<file path="src/hdl/vertex_transform_project_core_macros.svh">
// Assertion macros for the vertex transform RTL.
`ifndef VERTEX_TRANSFORM_PROJECT_CORE_MACROS_SVH
`define VERTEX_TRANSFORM_PROJECT_CORE_MACROS_SVH
`ifndef NO_ASSERTIONS
// same-cycle implication
`define VTP_ASSERT_IMP(label, clk, rst, a, c) \
  label: assert property (@(posedge clk) disable iff (rst) (a) |-> (c)) \
    else $error("vtp assertion failed");
// next-cycle implication
`define VTP_ASSERT_NXT(label, clk, rst, a, c) \
  label: assert property (@(posedge clk) disable iff (rst) (a) |=> (c)) \
    else $error("vtp assertion failed");
`else
`define VTP_ASSERT_IMP(label, clk, rst, a, c)
`define VTP_ASSERT_NXT(label, clk, rst, a, c)
`endif
`endif

</file>
<file path="src/hdl/vtp_pkg.sv">
package vtp_pkg;

  localparam int NUM_REGS      = 8;
  localparam int CFG_IDX_W     = 4;
  localparam int CFG_W         = 64;
  localparam int COORD_W       = 32;
  localparam int PROD_W        = 64;
  // dividend width: |r| << FRAC_BITS always fits here
  localparam int NUM_W         = 66;
  localparam int QUO_W         = 32;
  localparam int FRAC_BITS_DEF = 16;
  localparam int FIFO_DEPTH    = 4;

  localparam logic [CFG_IDX_W-1:0] REG_ROW0_COLS01 = 4'd0;
  localparam logic [CFG_IDX_W-1:0] REG_ROW1_COLS01 = 4'd2;
  localparam logic [CFG_IDX_W-1:0] REG_ROW2_COLS23 = 4'd5;
  localparam logic [CFG_IDX_W-1:0] REG_ROW3_COLS23 = 4'd7;

  localparam logic [COORD_W-1:0] POS_MAX = 32'h7FFF_FFFF;
  localparam logic [COORD_W-1:0] NEG_MIN = 32'h8000_0000;

  typedef struct packed {
    logic                neg;      // quotient sign
    logic                ovf;      // quotient >= 2^32
    logic                rneg;     // row sum below zero
    logic                aff_sat;
    logic [COORD_W-1:0]  aff_val;
  } lane_meta_t;

  typedef struct packed {
    logic             action;
    logic             dz;
    lane_meta_t [2:0] lane;
  } meta_t;

endpackage

</file>
<file path="src/hdl/vtp_fifo.sv">
module vtp_fifo #(
  parameter int W = 8
) (
  input  logic         clk,
  input  logic         rst,
  input  logic         push,
  input  logic [W-1:0] push_data,
  output logic         full,
  input  logic         pop,
  output logic         valid,
  output logic [W-1:0] data
);

  localparam int DEPTH = vtp_pkg::FIFO_DEPTH;
  localparam int AW    = $clog2(DEPTH);

  logic [W-1:0]  mem [DEPTH];
  logic [AW-1:0] wr_ptr, rd_ptr;
  logic [AW:0]   count;

  assign full  = (count == (AW+1)'(DEPTH));
  assign valid = (count != '0);
  assign data  = mem[rd_ptr];

  always_ff @(posedge clk) begin
    if (push) mem[wr_ptr] <= push_data;
  end

  always_ff @(posedge clk) begin
    if (rst) begin
      wr_ptr <= '0;
      rd_ptr <= '0;
      count  <= '0;
    end else begin
      if (push) wr_ptr <= wr_ptr + 1'b1;
      if (pop)  rd_ptr <= rd_ptr + 1'b1;
      count <= count + (AW+1)'(push) - (AW+1)'(pop);
    end
  end

endmodule

</file>
<file path="config.mk">
export PLATFORM = sky130hd
export DESIGN_NAME = vtp_fifo
export DESIGN_NICKNAME = d
export VERILOG_FILES = /design/src/hdl/vertex_transform_project_core_macros.svh /design/src/hdl/vtp_pkg.sv /design/src/hdl/vtp_fifo.sv
export SDC_FILE = /design/constraint.sdc
export NUM_CORES = 1
export LEC_CHECK = 0
export BUFFER_PORTS_ARGS = -buffer_cell sky130_fd_sc_hd__buf_2
export CORE_MARGIN = 2
export CORE_UTILIZATION = 50
export CTS_CLUSTER_DIAMETER = 80
export DETAILED_ROUTE_END_ITERATION = 8
export GPL_ROUTABILITY_DRIVEN = 0
export PLACE_DENSITY = 0.8
export SLEW_MARGIN = 40
export SYNTH_ARGS = -nofsm -noshare
export SYNTH_HDL_FRONTEND = slang
export SYNTH_SLANG_ARGS = --single-unit
</file>
<file path="constraint.sdc">
create_clock -name clk -period 1.41 [get_ports clk]
set_input_delay 0.141 -clock clk [delete_from_list [all_inputs] [get_ports clk]]
set_output_delay 0.141 -clock clk [all_outputs]
set_load 0.01 [all_outputs]
</file>
==> flow_summary.toml <==
[outcome]
status = "finished with violations"
failed_checks = "negative setup slack"

[global_routing]
grt_pass1_wl_um = 3700
grt_pass1_vias = 857
grt_max_degree = 13
gr-usage-all-layers_pct = 15.2
antenna_found_initial = 0
overflow = 0

[setup_path]
crit_fanout = 6
required_ns = 1.27
reg2reg_depth = 7
cp-start-kind = "register"
cp-end-kind = "output pin"
arrival_ns = 1.48
crit_type = "reg -> out"

[clock_tree]
cts_tree = "yes"
cts-root-buf = "clkbuf_4"
cts_buffers = 5
clock-sinks = 41
cts.clk_slew.worst_paths_ns = 0.11
cts_htree_levels = 2
clock_latency_ns = 0.34
clk_path_buf_depth = 2

[place]
io_buffers = 21
post-dp-hpwl_um = 1730
dp_cells = 157

[synthesis]
synth_warnings = 0
ys_ff_latch = 41
seq_area_frac_synth_pct = 71.4
ys_top_cells_by_area = "edfxtp_1 60%, dfxtp_1 11%, mux4_2 11%"
yosys.area.top_type = "edfxtp_1"
syn_nets = 103
async_flop_share_pct = 0
synthCells = 84
ys_types = 19
yosysTopAreaCellShare_pct = 60.1
synth-edff-count = 32
avgSynthCellArea_um2 = 19.0
synth_flop_cell = "edfxtp_1"
syn-cell-area_um2 = 1600

[detailed_routing]
via_count = 823
antenna_left = 0
via_per_inst = 4.87
wl_um = 2460
met3RoutedLength_um = 101
drtIter0Drc = 33
wl_per_cell_um = 14.5
drc = 0
drtPass1Iterations = 4
top_layer = "met4"
wl_met2_um = 1290
wl_met1_um = 1010

[run]
drv_cap = 0

[finish]
finalNonFillerCells = 169
layout-drive-gt1-share_pct = 43.2
antenna_cells = 0
finish.utilization_pct = 65.7
synthToLayoutAreaGrowth_pct = 25.6
fin_nets = 143

[hold_path]
hp-class = "in -> reg"
hold_path_depth = 1

[floorplanning]
fp.coreArea_um2 = 3050
fp.dieW_um = 60.5
die_h_um = 60.5
row_count = 20
io_pins = 22
initial_core_util_pct = 52.3
die_area_um2 = 3660

[sta]
whs_ns = 0.0143
rsz0062_at_grt = "true"
finalClockSkew_ns = 0.00796
worst_pin_slew_ns = 0.178
relSlewSlack_pct = 88.1
period_needed_ns = 1.62
fin_tns_setup_ns = -1.85
slew_viol_final = 0
max_freq_mhz = 615
hold_viol = 0
setup-violations-final = 10
finalCritPeriodShare_pct = 115
fin_ws_ns = -0.215

[power_and_ir_drop]
max-vdd-ir-drop_mv = 0.712
p_leak_nw = 0.753
p_per_area_nw_per_um2 = 1300
-- registers in the layout, indices dropped and copies added, names as in the netlist, named ones only --
name,flops
mem,32
wr_ptr,2
count,3
rd_ptr,2
-- worst paths after layout --
kind                                   start         to  slack (ns)
worst max-delay path                register    data[4]       -0.21
worst min-delay path            push_data[4]  mem[2][4]        0.01
worst max register to register      count[0]   count[2]       -0.09
worst min register to register     rd_ptr[0]  rd_ptr[1]        0.54
-- critical path, stage by stage (launching register included) --
cell and delay [ns]:
dfxtp_2 0.37, buf_12 0.13, mux4_2 0.50, buf_6 0.14
-- report_power, final --
group | switching, W | total, W | internal [W]
clock | 0.000341 | 0.000711 | 0.000369
sequential | 0.0000404 | 0.00143 | 0.00139
combinational | 0.000197 | 0.000466 | 0.000269
-- layout by cell type (no fill, tap or decap), types with 3 or more instances in the layout --
cell type and n:
dfxtp_1 6, buf_6 5, inv_1 4, buf_2 16
clkbuf_4 5, dfxtp_2 3, nor2_1 5, dlygate4sd3_1 4
edfxtp_1 32, ha_1 4, buf_4 9, mux4_2 8
and2_1 4
-- final cells by class --
type / count / area [µm²]
repair buffers: 35 / 264
clock inverters: 2 / 33.8
inverters: 6 / 22.5
well taps: 44 / 55.1
flip-flops and latches: 41 / 1140
fillers: 228 / 1050
clock buffers: 6 / 41.3
multi-input cells: 35 / 445
-- kinds of logic after synthesis --
group,after synthesis,synth area share (%)
AND/OR/NAND/NOR,14,4.78
AO/OA/AOI/OAI,2,0.939
buffers and inverters,8,2.43
XOR/XNOR,3,2.58
multiplexers,9,11.9
flip-flops,41,71.4
adder cells (fa/ha/maj),7,5.95
-- Yosys cell counts, drive strengths merged (2+ instances only) --
| cell | number |
|---|---|
| inv | 6 |
| ha | 6 |
| xnor2 | 2 |
| dfxtp | 9 |
| and2 | 4 |
| nor2 | 5 |
| edfxtp | 32 |
| nor2b | 2 |
| mux4 | 8 |
-- metal layers --
layer  vias up  track usage [%]
met2        18             27.6
li1        395                -
met4         0             9.01
met5         -                0
met1       402             15.5
met3         8             4.05
-- what timing repair did --
action,CTS,global route
hold buffers,4,0
setup buffers,0,0
endpoints found under the setup margin,10,11
hold endpoints to repair,13,0
pin swaps,3,2
gates resized for setup,7,6
-- metrics by stage --
step | worst slack (ns) | cell area [µm²] | power, W
6_report | -0.215 | 2010 | 0.00261
5_1_grt | -0.273 | 2010 | 0.00272
4_1_cts | -0.239 | 1970 | 0.00261
3_5_place_dp | -0.202 | 1830 | 0.00188
3_3_place_gp | -0.0829 | 1830 | 0.00184
2_1_floorplan | -0.0652 | 1600 | 0.00171
(Power assumes the default switching activity.)
